### src/hdl/sfr_pkg.sv
`timescale 1ns / 1ps

package sfr_pkg;

    localparam int MAX_PATTERN_BYTES     = 8;
    localparam int MAX_REPLACEMENT_BYTES = 8;

    // Largest number of results that one input byte can cause.
    localparam int MAX_RESULTS = (MAX_PATTERN_BYTES > MAX_REPLACEMENT_BYTES) ?
                                 MAX_PATTERN_BYTES : MAX_REPLACEMENT_BYTES;

    localparam int FILL_W = $clog2(MAX_PATTERN_BYTES);
    localparam int LEN_W  = 4;
    localparam int CNT_W  = $clog2(MAX_RESULTS + 1);

    // Configuration register indexes.
    localparam logic [1:0] REG_PATTERN_BYTES      = 2'd0;
    localparam logic [1:0] REG_PATTERN_LENGTH     = 2'd1;
    localparam logic [1:0] REG_REPLACEMENT_BYTES  = 2'd2;
    localparam logic [1:0] REG_REPLACEMENT_LENGTH = 2'd3;

    typedef logic [7:0] t_byte;

    // Pattern length as used by the matcher: zero counts as one, and
    // anything above the window size saturates.
    function automatic logic [LEN_W-1:0] f_active_plen(input logic [LEN_W-1:0] len);
        logic [LEN_W-1:0] res;
        res = len;
        if (len == '0) begin
            res = LEN_W'(1);
        end else if (len > LEN_W'(MAX_PATTERN_BYTES)) begin
            res = LEN_W'(MAX_PATTERN_BYTES);
        end
        return res;
    endfunction

    function automatic logic [LEN_W-1:0] f_active_rlen(input logic [LEN_W-1:0] len);
        logic [LEN_W-1:0] res;
        res = len;
        if (len > LEN_W'(MAX_REPLACEMENT_BYTES)) begin
            res = LEN_W'(MAX_REPLACEMENT_BYTES);
        end
        return res;
    endfunction

endpackage

### src/hdl/stream_find_and_replace_unit.sv
`timescale 1ns / 1ps

// Streaming find-and-replace. Text enters one byte per transfer, with
// i_end_of_string set on the final byte of each string, and every leftmost,
// non-overlapping occurrence of the configured pattern (1 to 8 bytes) is
// replaced by the configured replacement (0 to 8 bytes). A lookahead window
// holds the bytes that could still begin a match; once it holds
// pattern-length bytes it either matches (the replacement goes out and the
// window empties) or releases its oldest byte. At the end of a string the
// waiting bytes are flushed, and if nothing at all goes out for the final
// byte, a marker result with o_byte_valid low carries o_last_of_string.
// Rate: a byte that causes at most one result lets the next byte in once the
// receiver takes that result. A byte that causes N results (a match with an
// N-byte replacement, or an end-of-string flush of N bytes) loads them all
// into the output burst register and stalls the input until the last is
// taken; the burst register drains one result per cycle while i_stall is
// low and is the only source of o_stall. Configuration is written through
// a plain write port, by the user only while the block is idle; the block
// does not enforce this. Writing the pattern length empties the window.
module stream_find_and_replace_unit
    import sfr_pkg::*;
(
    input  logic        i_clk,
    input  logic        i_rst_n,
    // Configuration write port.
    input  logic        i_cfg_we,
    input  logic [1:0]  i_cfg_index,
    input  logic [63:0] i_cfg_data,
    // Input channel.
    input  logic        i_valid,
    output logic        o_stall,
    input  logic [7:0]  i_text_byte,
    input  logic        i_end_of_string,
    // Output channel.
    output logic        o_valid,
    input  logic        i_stall,
    output logic [7:0]  o_out_byte,
    output logic        o_byte_valid,
    output logic        o_last_of_string
);

    // Configuration registers.
    logic [63:0]      r_pattern_bytes;
    logic [LEN_W-1:0] r_pattern_length;
    logic [63:0]      r_replacement_bytes;
    logic [LEN_W-1:0] r_replacement_length;

    // Lookahead window, oldest byte in entry 0.
    t_byte             r_win [MAX_PATTERN_BYTES];
    logic [FILL_W-1:0] r_fill;

    // Output burst register: a short queue that shifts toward entry 0.
    t_byte            r_ob [MAX_RESULTS];
    logic [CNT_W-1:0] r_ocnt;
    logic             r_omarker;
    logic             r_olast;

    t_byte             n_win [MAX_PATTERN_BYTES];
    logic [FILL_W-1:0] n_fill;
    t_byte             n_ob [MAX_RESULTS];
    logic [CNT_W-1:0]  n_ocnt;
    logic              n_omarker;
    logic              n_olast;

    logic              in_xfer;
    logic              out_xfer;
    logic [LEN_W-1:0]  plen;
    logic [LEN_W-1:0]  rlen;
    logic [LEN_W-1:0]  fill_inc;
    logic              full;
    logic              match;
    t_byte             wnew [MAX_PATTERN_BYTES];
    logic [CNT_W-1:0]  emit_cnt;
    logic              emit_repl;

    assign plen     = f_active_plen(r_pattern_length);
    assign rlen     = f_active_rlen(r_replacement_length);
    assign fill_inc = LEN_W'(r_fill) + LEN_W'(1);
    assign full     = (fill_inc == plen);

    // The output side may accept only when the burst register is empty or
    // hands over its last result in this cycle.
    assign o_stall  = (r_ocnt > CNT_W'(1)) || ((r_ocnt == CNT_W'(1)) && i_stall);
    assign in_xfer  = i_valid && !o_stall;
    assign o_valid  = (r_ocnt != '0);
    assign out_xfer = o_valid && !i_stall;

    assign o_out_byte       = r_ob[0];
    assign o_byte_valid     = !r_omarker;
    assign o_last_of_string = r_olast && (r_ocnt == CNT_W'(1));

    // Window with the new byte written at the fill position, and the
    // comparison against the pattern over the active length.
    always_comb begin
        match = full;
        for (int k = 0; k < MAX_PATTERN_BYTES; k++) begin
            wnew[k] = (FILL_W'(k) == r_fill) ? i_text_byte : r_win[k];
            if ((LEN_W'(k) < plen) && (wnew[k] != r_pattern_bytes[8*k +: 8])) begin
                match = 1'b0;
            end
        end
    end

    // Results for this byte are either the replacement or a run of window
    // bytes from the oldest one on.
    always_comb begin
        emit_repl = 1'b0;
        emit_cnt  = '0;
        n_fill    = r_fill;
        for (int k = 0; k < MAX_PATTERN_BYTES; k++) begin
            n_win[k] = wnew[k];
        end
        priority if (match) begin
            emit_repl = 1'b1;
            emit_cnt  = CNT_W'(rlen);
            n_fill    = '0;
        end else if (full) begin
            if (i_end_of_string) begin
                emit_cnt = CNT_W'(plen);
            end else begin
                emit_cnt = CNT_W'(1);
            end
            for (int k = 0; k < MAX_PATTERN_BYTES - 1; k++) begin
                n_win[k] = wnew[k+1];
            end
            n_fill = r_fill;
        end else begin
            if (i_end_of_string) begin
                emit_cnt = CNT_W'(fill_inc);
            end
            n_fill = FILL_W'(fill_inc);
        end
        if (i_end_of_string) begin
            n_fill = '0;
        end
    end

    // Burst register: load on an input transfer that produces results,
    // otherwise shift out one result per output transfer.
    always_comb begin
        n_ocnt    = r_ocnt;
        n_omarker = r_omarker;
        n_olast   = r_olast;
        for (int k = 0; k < MAX_RESULTS; k++) begin
            n_ob[k] = r_ob[k];
        end
        if (out_xfer) begin
            n_ocnt = r_ocnt - CNT_W'(1);
            for (int k = 0; k < MAX_RESULTS - 1; k++) begin
                n_ob[k] = r_ob[k+1];
            end
        end
        if (in_xfer && ((emit_cnt != '0) || i_end_of_string)) begin
            n_olast = i_end_of_string;
            if (emit_cnt == '0) begin
                // Nothing left to send at the end of a string: send a marker.
                n_ocnt    = CNT_W'(1);
                n_omarker = 1'b1;
                n_ob[0]   = '0;
            end else begin
                n_ocnt    = emit_cnt;
                n_omarker = 1'b0;
                for (int k = 0; k < MAX_RESULTS; k++) begin
                    if (emit_repl) begin
                        n_ob[k] = (k < MAX_REPLACEMENT_BYTES) ?
                                  r_replacement_bytes[8*(k % MAX_REPLACEMENT_BYTES) +: 8] :
                                  t_byte'(0);
                    end else begin
                        n_ob[k] = (k < MAX_PATTERN_BYTES) ?
                                  wnew[k % MAX_PATTERN_BYTES] : t_byte'(0);
                    end
                end
            end
        end
    end

    always_ff @(posedge i_clk) begin
        if (!i_rst_n) begin
            r_pattern_bytes      <= '0;
            r_pattern_length     <= LEN_W'(1);
            r_replacement_bytes  <= '0;
            r_replacement_length <= '0;
            r_fill               <= '0;
            r_ocnt               <= '0;
            r_omarker            <= 1'b0;
            r_olast              <= 1'b0;
        end else begin
            r_ocnt    <= n_ocnt;
            r_omarker <= n_omarker;
            r_olast   <= n_olast;
            // A pattern length write empties the window.
            if (i_cfg_we && (i_cfg_index == REG_PATTERN_LENGTH)) begin
                r_fill <= '0;
            end else if (in_xfer) begin
                r_fill <= n_fill;
            end
            if (i_cfg_we) begin
                unique case (i_cfg_index)
                    REG_PATTERN_BYTES: begin
                        r_pattern_bytes <= i_cfg_data;
                    end
                    REG_PATTERN_LENGTH: begin
                        r_pattern_length <= i_cfg_data[LEN_W-1:0];
                    end
                    REG_REPLACEMENT_BYTES: begin
                        r_replacement_bytes <= i_cfg_data;
                    end
                    REG_REPLACEMENT_LENGTH: begin
                        r_replacement_length <= i_cfg_data[LEN_W-1:0];
                    end
                    default: begin
                    end
                endcase
            end
        end
    end

    // Payload registers carry no reset.
    always_ff @(posedge i_clk) begin
        if (in_xfer) begin
            for (int k = 0; k < MAX_PATTERN_BYTES; k++) begin
                r_win[k] <= n_win[k];
            end
        end
        for (int k = 0; k < MAX_RESULTS; k++) begin
            r_ob[k] <= n_ob[k];
        end
    end

    // The window never holds a full pattern between transfers.
    a_fill_below_plen: assert property (@(posedge i_clk) disable iff (!i_rst_n)
        (LEN_W'(r_fill) < plen))
        else $error("lookahead window fill reached the pattern length");

    // The burst register never holds more results than one byte can cause.
    a_burst_bound: assert property (@(posedge i_clk) disable iff (!i_rst_n)
        (r_ocnt <= CNT_W'(MAX_RESULTS)))
        else $error("output burst count out of range");

    // A new byte is taken only when the burst register is emptying.
    a_no_overwrite: assert property (@(posedge i_clk) disable iff (!i_rst_n)
        in_xfer |-> ((r_ocnt == '0) || ((r_ocnt == CNT_W'(1)) && out_xfer)))
        else $error("input transfer would overwrite pending results");

    // A marker result always closes a string.
    a_marker_last: assert property (@(posedge i_clk) disable iff (!i_rst_n)
        (o_valid && !o_byte_valid) |-> o_last_of_string)
        else $error("marker result without end of string");

endmodule

### config.mk
export PLATFORM = sky130hd
export DESIGN_NAME = stream_find_and_replace_unit
export DESIGN_NICKNAME = d
export VERILOG_FILES = /design/src/hdl/sfr_pkg.sv /design/src/hdl/stream_find_and_replace_unit.sv
export SDC_FILE = /design/constraint.sdc
export NUM_CORES = 1
export LEC_CHECK = 0
export ABC_AREA = 1
export BUFFER_PORTS_ARGS = -buffer_cell sky130_fd_sc_hd__buf_2
export CAP_MARGIN = 20
export CORE_MARGIN = 5
export CORE_UTILIZATION = 50
export DETAILED_ROUTE_END_ITERATION = 12
export GPL_TIMING_DRIVEN = 1
export PLACE_DENSITY = 0.68
export SLEW_MARGIN = 30
export SYNTH_ARGS = -nofsm -noshare
export SYNTH_HDL_FRONTEND = slang
export SYNTH_SLANG_ARGS = --single-unit
### constraint.sdc
create_clock -name i_clk -period 15.5 [get_ports i_clk]
set_input_delay 0 -clock i_clk [delete_from_list [all_inputs] [get_ports i_clk]]
set_output_delay 0 -clock i_clk [all_outputs]
set_load 0.03 [all_outputs]
### Yosys cells after proc, flatten, opt, wreduce, memory -nomap -nowiden

Memory sizes are Yosys's and may differ from the RTL's.
Cells that the tools add are included.

| word-level totals | value |
|---|---|
| bits in registers | 145 |
| RAM bits | 128 |
| input port bits | 80 |
| output and inout port bits | 12 |
| word-level logic and storage cells | 124 |
| memories | 2 |

| cells by class | value |
|---|---|
| $add $sub $neg | 2 |
| magnitude comparators | 11 |
| equality and inequality tests | 21 |
| mux-type cells | 47 |
| bitwise operators | 1 |
| reduce and logical (&&, ||, !) cells | 32 |

Memories:

| memory | words | bits a word | rd ports | clocked after Yosys merged registers in | write ports | line | RTL |
|---|---|---|---|---|---|---|---|
| r_ob | 8 | 8 | 8 | 0 | 8 | stream_find_and_replace_unit.sv:53 | `t_byte r_ob [MAX_RESULTS];` |
| r_win | 8 | 8 | 8 | 0 | 8 | stream_find_and_replace_unit.sv:49 | `t_byte r_win [MAX_PATTERN_BYTES];` |

Operators with widths:

| kind | number |
|---|---|
| $mux W56 | 4 |
| $mux W8 | 17 |
| $mux W64 | 1 |
| $ne A8 B8 Y1 | 8 |
| $mux W4 | 10 |
| $lt A3 B4 Y1 const A | 4 |
| $logic_and A1 B1 Y1 | 14 |
| $eq A3 B3 Y1 const A | 4 |
| $mux W1 | 12 |
| $reduce_and A2 Y1 | 5 |
| $mux W3 | 3 |
| $gt A4 B4 Y1 const B | 2 |
| $logic_not A4 Y1 | 2 |
| $lt A1 B4 Y1 const A | 2 |
| $lt A2 B4 Y1 const A | 2 |
| $reduce_bool A4 Y1 | 2 |
| $eq A2 B3 Y1 const A | 2 |
| $add A3 B1 Y4 const B | 1 |
| $eq A2 B2 Y1 const B | 2 |
| $eq A4 B1 Y1 const B | 1 |
| $eq A4 B4 Y1 | 1 |
| $gt A4 B1 Y1 const B | 1 |
| $sub A4 B1 Y4 const B | 1 |
| $eq A1 B3 Y1 const A | 1 |
| other kinds (9) | 12 |

### Longest topological paths before layout

Gate-level depths: netlist of the first run.

| depth | value |
|---|---|
| word-level depth | 18 |
| depth in mapped cells | 28 |
| mapped depth without buffers | 26 |

### Worst setup path after synthesis of the first run

Ideal clock, no wire load.

| timing | value |
|---|---|
| kind | flip-flop to flip-flop |
| from | register, netlist name r_ocnt[1] |
| to | memory r_ob[0][0] (netlist bit) (enable) |
| library setup time | 331 ps |
| arrival time | 4951 ps |
| required time | 15169 ps |
| setup slack | 10218 ps |
| cell stages (with the launch flop) | 8 |
| buffers on the path | 0 |
| period minus slack after synthesis | 5282 ps |
| path through | dfxtp_1 > inv_1 > ha_1 > nand2_1 > o211ai_1 > nor2_1 > nand2_1 > nand3_2 |

RTL lines:

| what | line |
|---|---|
| end: declaration | stream_find_and_replace_unit.sv:53 |

==> results of run 1 <==
-- flip-flops by register name, summed over array words and instances, names as in the netlist --
| signal | flops |
|---|---|
| r_replacement_bytes | 64 |
| r_win | 64 |
| r_pattern_length | 4 |
| r_ocnt | 4 |
| r_fill | 3 |
| r_pattern_bytes | 64 |
| r_omarker | 1 |
| r_olast | 1 |
| r_ob | 64 |
| r_replacement_length | 4 |
-- cell usage in the layout, fill, tap and decap left out, drive strengths merged, types with 55 or more instances in the layout --
cell type | Yosys | routed
buf | 42 | 101
nand3 | 116 | 116
o211ai | 55 | 55
dfxtp | 193 | 193
nor2 | 266 | 266
o21ai | 326 | 326
nand2 | 436 | 436
edfxtp | 80 | 80
dlygate4sd3 | 0 | 76
inv | 129 | 131
-- synthesized netlist by cell type --
library cell	number
inv_4	1
clkbuf_1	74
edfxtp_1	80
o21ai_0	305
nor2_2	2
or2_2	48
buf_4	14
nand2_2	6
a211oi_1	1
nor2_1	262
nand3b_1	29
buf_2	19
clkbuf_2	3
inv_2	6
a21oi_1	48
mux2i_1	3
nor3_1	4
a31oi_1	5
nand2_4	2
o22ai_1	1
nand3_2	1
o21ai_2	3
xnor2_1	7
dfxtp_1	193
buf_1	3
o211ai_1	55
clkinv_1	2
inv_1	122
nor2_4	2
o21ai_1	18
nand2_1	428
buf_6	6
ha_1	9
xor2_1	5
nand4_1	3
nand3_1	115
-- kinds of logic after synthesis --
| family | Yosys count | share of synthesized area |
|---|---|---|
| AOI/OAI and AO/OA | 436 | 0.170 |
| and+or+nand+nor | 902 | 0.278 |
| DFF | 273 | 0.456 |
| buffers and inverters | 250 | 0.0775 |
| adders and majority gates | 9 | 0.00819 |
| xor gates and xnor gates | 12 | 0.00764 |
| muxes | 3 | 0.00218 |
-- final timing paths --
| check | startpoint | to |
|---|---|---|
| worst max-delay path | r_fill[0] | r_win[1][5] |
| worst min-delay path | i_text_byte[5] | r_ob[1][29] |
| worst max register to register | r_fill[0] | r_win[1][5] |
| worst min register to register | r_replacement_length[1] | r_replacement_length[1] |
-- metrics by stage --
stage / std cells / hold WS [ns]
after floorplan: 1885 / 0.130
after global placement: 2208 / 0.234
after detailed placement: 2208 / 0.241
after CTS: 2340 / 0.0362
after global routing: 2340 / 0.0373
final: 2340 / 0.0512
-- power groups by stage --
stage,Clock (mW),Sequential [mW],Combinational (mW)
after floorplan,0,1.11,1.04
after global placement,0,1.15,1.31
after detailed placement,0,1.15,1.34
after CTS,0.735,1.14,1.36
after global routing,0.765,1.16,1.55
final,0.727,1.14,1.37
-- layer usage --
| layer | part of all wire | vias up | wire length [µm] | track usage |
|---|---|---|---|---|
| met2 | 0.46 | 490 | 19800 | 0.443 |
| met5 | 0 | - | 0 | 0 |
| met1 | 0.44 | 5989 | 18900 | 0.378 |
| met4 | 0.036 | 0 | 1540 | 0.0877 |
| li1 | - | 6405 | - | - |
| met3 | 0.065 | 91 | 2800 | 0.0288 |
-- worst reg2reg max path, cell delays in order (launching register included) --
cell and delay (ns):
dfxtp_1 0.36, inv_1 0.18, ha_1 0.78, nand2_2 0.41, inv_1 0.29, nand2_1 0.13
nand3_1 0.10, nand2_1 0.05, nand2_1 0.06, inv_1 0.04, nand2_1 0.08, nor2_1 0.07
nor2_1 0.08, nor2_1 0.04, nand2_1 0.08, nand2_2 0.13, nand2_1 0.47, inv_1 0.26
nor2_4 0.12, buf_4 0.63, inv_1 0.39, buf_4 0.34, nand2_1 0.11, o21ai_0 0.09
-- cell type report --
type | count | area, µm² | share of cell area
clock buffer | 42 | 888 | 0.0557
clock inverter | 14 | 120 | 0.00753
inverter | 131 | 494 | 0.0310
multi-input combinational | 1362 | 6470 | 0.405
sequential | 273 | 6270 | 0.393
tap | 341 | 427 | 0.0267
timing repair buffer | 177 | 1300 | 0.0813
-- what timing repair did --
item                       in CTS  in global routing
hold buffers                   76                  0
hold endpoints to repair      142                  0
setup endpoints to repair       0                  0
==> impl_summary.txt, run 1 <==
----------------------------------------------------
[Setup path]
  Slowest CP cell ... ha_1
  Gate family responsible for the most delay along the worst path ... buffers and inverters
  Required time at the endpoint of the critical path ... 15.78 ns
  Sum of buffers and inverters on the critical path ... 7
  Depth of the worst register-to-register path ... 23
  Type of the setup path with the least slack ... register to register
  Cell-by-cell listing of the critical path ... inv_1, ha_1, nand2_2, inv_1, nand2_1, nand3_1, nand2_1, nand2_1, inv_1, nand2_1, nor2_1, nor2_1, nor2_1, nand2_1, nand2_2, nand2_1, inv_1, nor2_4, buf_4, inv_1, buf_4, nand2_1, o21ai_0
  Delay contributed by the slowest stage of the critical path ... 0.78 ns
  Endpoint type of the worst setup path ... register
  Arrival time at the worst endpoint ... 5.85 ns
  Register-to-register path setup slack ... 9.93 ns
  Cell mode on critical path ... nand2_1
  Critical-path maximum fanout ... 75
  Worst path depth ... 23
  Type of origin of the critical path ... register

[Cells and area]
  Final std cell area, no fill ... 0.0160 mm²
  Final design utilization ... 0.591
  N_diodes ... 0
  Layout cell share with drive strength beyond 1 ... 0.113
  Area growth, synth to finish ... 16.1%
  Fill cell total of the finished layout ... 2,540
  Post-layout nets ... 2,065

[Yosys]
  Unique cell type count in the Yosys netlist ... 36
  Largest cells by area after synthesis ... dfxtp_1, edfxtp_1, nand2_1
  Mapped Avg Cell Area ... 7.29 µm²
  Sequential cell area fraction in the yosys report ... 0.456
  Synthesized flop and latch total ... 273
  Post-synthesis cell area ... 0.0137 mm²
  Warning count from the yosys run ... 0
  Syn_nets ... 1,974
  Gate count after technology mapping ... 1,885
  Cell type contributing the most total cell area after synthesis ... dfxtp_1
  Area share of the largest cell type after synthesis ... 0.281

[Placed design]
  Weighted congestion reported at the end of routability-driven placement ... 0.873
  Number of buffer cells added on primary ports ... 91
  Placement Cell Area ... 0.0142 mm²
  HPWL Detailed ... 28,100 µm
  Post-Place Worst Slack ... 10.01 ns

[Detailed routing]
  Post-detailed-route count of antenna-violating nets ... 0
  Routed len/inst ... 18.4 µm
  Via total after detailed routing ... 13,000
  Number of DRC markers in iteration 0 ... 1,072
  Total iterations of the first detailed-routing run ... 5
  Total wire length after detailed routing ... 43,000 µm
  Avg Vias per Cell ... 5.54
  # DRC ... 0

[Timing]
  Transition time at the pin with the least slew margin ... 0.898 ns
  Worst-case headroom to the max-slew limit ... 0.401
  Endpoints failing setup ... 0
  Setup total negative slack ... 0 ns
  Fin crit period ... 5.57 ns
  Count of pins over their slew limit ... 0
  Setup repair after global routing missed its margin ... false
  Largest clock skew in the final design ... 0.0206 ns
  Fmax ... 0.179 GHz
  Least setup slack across all paths after layout ... 9.93 ns
  Final Hold Vio Count ... 0
  Share of the clock period used by the worst path ... 0.359

[CTS]
  Clock latency reported for the late side of the worst-skew pair ... 0.56 ns
  CTS tree ... yes
  H-tree Lvls ... 1
  CTS Buffer Depth ... 3
  Number of gates resized after cts ... 0
  TritonCTS buffer count ... 31
  Clock root buffer ... clkbuf_16
  Clock transition at the register clock pins on the worst setup and hold paths after CTS ... 0.06 ns
  Post-CTS Setup Repair Bufs ... 0
  Sink count of the clock tree ... 273

[GRT]
  Via count of the first global-routing pass ... 12,000
  Overall track demand over capacity in global routing ... 0.271
  GRT overflow ... 0
  Global-route wire length before repair ... 66,900 µm
  Pin count of the biggest net entering global routing ... 116
  Number of antenna violations at the first check in global routing ... 0

[Pwr]
  Switching component of the power ... 1.32 mW
  Power Total ... 3.24 mW
  Max VDD drop ... 0.0000927 V
  Clock Power Share ... 0.224
  Relative contribution of sequential cells to total power ... 0.352
  Internal power contribution ... 1.92 mW
  Leakage component of the power ... 7.06 nW
  Power per cell area ... 203 mW/mm²
  Switch share ... 0.408
  Comb power frac ... 0.424

[Floorplanning]
  Die outline area ... 0.0309 mm²
  I/O pin count ... 92
  Number of placement rows ... 60
  Overall die width ... 176 µm
  Starting utilization of the core area ... 0.509
  Area of the placeable core ... 0.0270 mm²
  Floorplan die height ... 176 µm

[Job]
  Max Cap Viol ... 0

[Worst hold path]
  Min-Delay Path Class ... input port to register
  Number of cells on the worst hold path ... 3

[Run status]
  Status ... finished, final reports clean

----------------------------------------------------
Note: power is estimated with default switching activity, not from simulation.
==> run 2, diff against run 1 <==
ABC_AREA = 0   (was 1)
PLACE_DENSITY = 0.71   (was 0.68)
clock period = 4.95 ns   (was 15.5 ns; I/O delays follow)
==> run 2 against run 1 <==
  * Worst setup slack got worse by 9.5 ns
  * Clock power rose to 2.9 times the previous value
  * First-iteration DRC count rose by 19%
  * Combinational power rose by 79%
  * Cell count fell by 13%
  * Synthesized area fell by 2.6%
  * Clock skew fell by 0.0055 ns
  * Utilization fell by 0.18 points
==> impl_summary.txt, run 2 <==
----------------------------------------------------
[Run status]
  Status ... finished, final reports clean

[Setup path]
  Required time at the endpoint of the critical path ... 5.34 ns
  Type of the setup path with the least slack ... register to register
  Sum of buffers and inverters on the critical path ... 1
  Gate family responsible for the most delay along the worst path ... simple AND/OR/NAND/NOR gates
  Depth of the worst register-to-register path ... 13
  Slowest CP cell ... ha_1
  Worst reg2reg endpoint ... r_win[1][12]
  Type of origin of the critical path ... register
  Critical-path maximum fanout ... 106
  Delay contributed by the slowest stage of the critical path ... 0.59 ns
  Endpoint type of the worst setup path ... register
  Cell-by-cell listing of the critical path ... ha_1, ha_1, mux2i_1, xor2_1, nand4_1, nor2_1, o2111ai_1, o32ai_2, nand2_4, buf_12, nand3_1, nor2_1, nor3_1
  Register-to-register path setup slack ... 0.40 ns
  Critical R2R Launch ... r_fill[0]
  Arrival time at the worst endpoint ... 4.93 ns

[Timing]
  Count of pins over their slew limit ... 0
  Share of the clock period used by the worst path ... 0.918
  Endpoints failing setup ... 0
  Setup repair after global routing missed its margin ... false
  Worst-case headroom to the max-slew limit ... 0.364
  Largest clock skew in the final design ... 0.0151 ns
  Transition time at the pin with the least slew margin ... 0.954 ns
  Fin crit period ... 4.55 ns
  Worst hold-check slack ... 0.0205 ns
  Fmax ... 0.220 GHz
  Setup total negative slack ... 0 ns
  Final Hold Vio Count ... 0

[CTS]
  CTS Buffer Depth ... 3
  Sink count of the clock tree ... 273
  CTS tree ... yes
  Clock root buffer ... clkbuf_16
  Clock latency reported for the late side of the worst-skew pair ... 0.56 ns
  Clock transition at the register clock pins on the worst setup and hold paths after CTS ... 0.06 ns
  Post-CTS Setup Repair Bufs ... 0
  H-tree Lvls ... 1
  TritonCTS buffer count ... 29

[Placed design]
  Weighted congestion reported at the end of routability-driven placement ... 0.906
  HPWL Detailed ... 25,400 µm
  Number of buffer cells added on primary ports ... 91

[Cells and area]
  Area of combinational cells with multiple inputs ... 0.00653 mm²
  Highest-count cells in the layout ignoring fill and taps ... nand2_1, dfxtp_1, a21oi_1, nor2_1, mux2i_1
  Reg area ... 0.00627 mm²
  Post-layout nets ... 1,771
  N_diodes ... 0
  Fill cell total of the finished layout ... 2,307
  Layout cell share with drive strength beyond 1 ... 0.120
  Area growth, synth to finish ... 17.1%
  Most common cell after layout, fill and taps aside ... nand2_1
  Final design utilization ... 0.589

[Pwr]
  Max VDD drop ... 0.000323 V
  Leakage component of the power ... 6.15 nW
  Power per cell area ... 509 mW/mm²
  Power Total ... 7.99 mW

[Worst hold path]
  Launch point of the worst hold path ... i_text_byte[2]
  Min-Delay Path Class ... input port to register
  Worst hold endpoint ... r_win[0][10]
  Number of cells on the worst hold path ... 3

[Detailed routing]
  Number of DRC markers in iteration 0 ... 1,281
  Total iterations of the first detailed-routing run ... 5
  Avg Vias per Cell ... 5.80
  Via total after detailed routing ... 11,900
  Post-detailed-route count of antenna-violating nets ... 0
  Total wire length after detailed routing ... 38,900 µm
  # DRC ... 0
  Routed len/inst ... 19.0 µm

[GRT]
  Number of antenna violations at the first check in global routing ... 0
  Pin count of the biggest net entering global routing ... 107
  Global-route wire length before repair ... 61,900 µm
  Via count of the first global-routing pass ... 11,300
  GRT overflow ... 0
  Overall track demand over capacity in global routing ... 0.248

[Floorplanning]
  I/O pin count ... 92
  Floorplan die height ... 174 µm
  Die outline area ... 0.0302 mm²
  Overall die width ... 174 µm
  Area of the placeable core ... 0.0267 mm²
  Number of placement rows ... 60
  Starting utilization of the core area ... 0.503

[Yosys]
  Post-synthesis cell area ... 0.0134 mm²
  Unique cell type count in the Yosys netlist ... 68
  Cell type contributing the most total cell area after synthesis ... dfxtp_1
  Asr flop ratio synth ... 0
  Largest cells by area after synthesis ... dfxtp_1, edfxtp_1, nand2_1
  Synthesized flop and latch total ... 273
  Most frequent cells after synthesis ... nand2_1, dfxtp_1, a21oi_1
  Sequential cell area fraction in the yosys report ... 0.468
  Warning count from the yosys run ... 0
  Mapped Avg Cell Area ... 8.48 µm²
  Area share of the largest cell type after synthesis ... 0.288
  Predominant post-synthesis flop cell ... dfxtp_1
  Syn_nets ... 1,668
  Top-count cell post-synth ... nand2_1
  Post-synth EDFFs ... 80
  Gate count after technology mapping ... 1,579

[Job]
  Max Cap Viol ... 0

----------------------------------------------------
## run 2: layout make-up
cell class                      count  area share
Clock buffer                       45      0.0560
Clock inverter                      9     0.00407
Inverter                           34     0.00829
Multi-Input combinational cell   1156       0.416
Sequential cell                   273       0.399
Tap cell                          341      0.0272
Timing Repair Buffer              188      0.0888
## run 2: worst max-delay path by stage
stage / slack (ns) / endpoint / from / cells past startpoint
floorplan: 1.29 / r_ob[1][24] / r_ocnt[1] / 11
global placement: 0.54 / r_win[1][0] / r_fill[0] / 12
detailed placement: 0.41 / r_win[1][0] / r_fill[0] / 12
CTS: 0.36 / r_win[0][17] / r_fill[0] / 12
global route: 0.16 / r_win[0][24] / r_fill[0] / 12
finish: 0.40 / r_win[1][12] / r_fill[0] / 13
## run 2: cells by family (layout without fill, tap and decap cells)
group	count (synthesis)	after routing	synth area share
AO/OA/AOI/OAI	343	343	0.152
XOR/XNOR	54	54	0.0353
adder cells (fa/ha/maj)	9	9	0.00841
buffers and inverters	150	276	0.0472
flip-flops	273	273	0.468
multiplexers	116	116	0.0896
AND/OR/NAND/NOR	634	634	0.199
## run 2: what timing repair did
item                                    4_1_cts  5_1_grt
hold endpoints to repair                    146        0
hold buffers                                 79        0
resized for setup                             0        1
endpoints found under the setup margin        0       37
## run 2: per-layer routing
| layer | GRT usage | wire length [µm] | share of wire |
|---|---|---|---|
| met5 | 0 | 0 | 0 |
| met4 | 0.0716 | 1200 | 0.031 |
| met3 | 0.0329 | 2640 | 0.068 |
| met2 | 0.401 | 17800 | 0.46 |
| met1 | 0.351 | 17200 | 0.44 |
## run 2: metrics by stage
step                      cells  setup slack (ns)  area [µm²]
after CTS                  2046             0.359       15700
after global placement     1913             0.542       14000
after floorplan            1579              1.29       13400
after detailed placement   1913             0.413       14000
final                      2046             0.405       15700
after global routing       2046             0.157       15700
## run 2: power breakdown
part           internal (mW)  total [mW]  switching [mW]  leakage (nW)
registers               3.01        3.39           0.388          2.34
clock network           1.23        2.14           0.917         0.462
logic                  0.936        2.45            1.52          3.35
## run 2: worst min-delay path: stages
cell,delay [ns]
buf_2,0.21
nor2_1,0.14
nor2_1,0.05
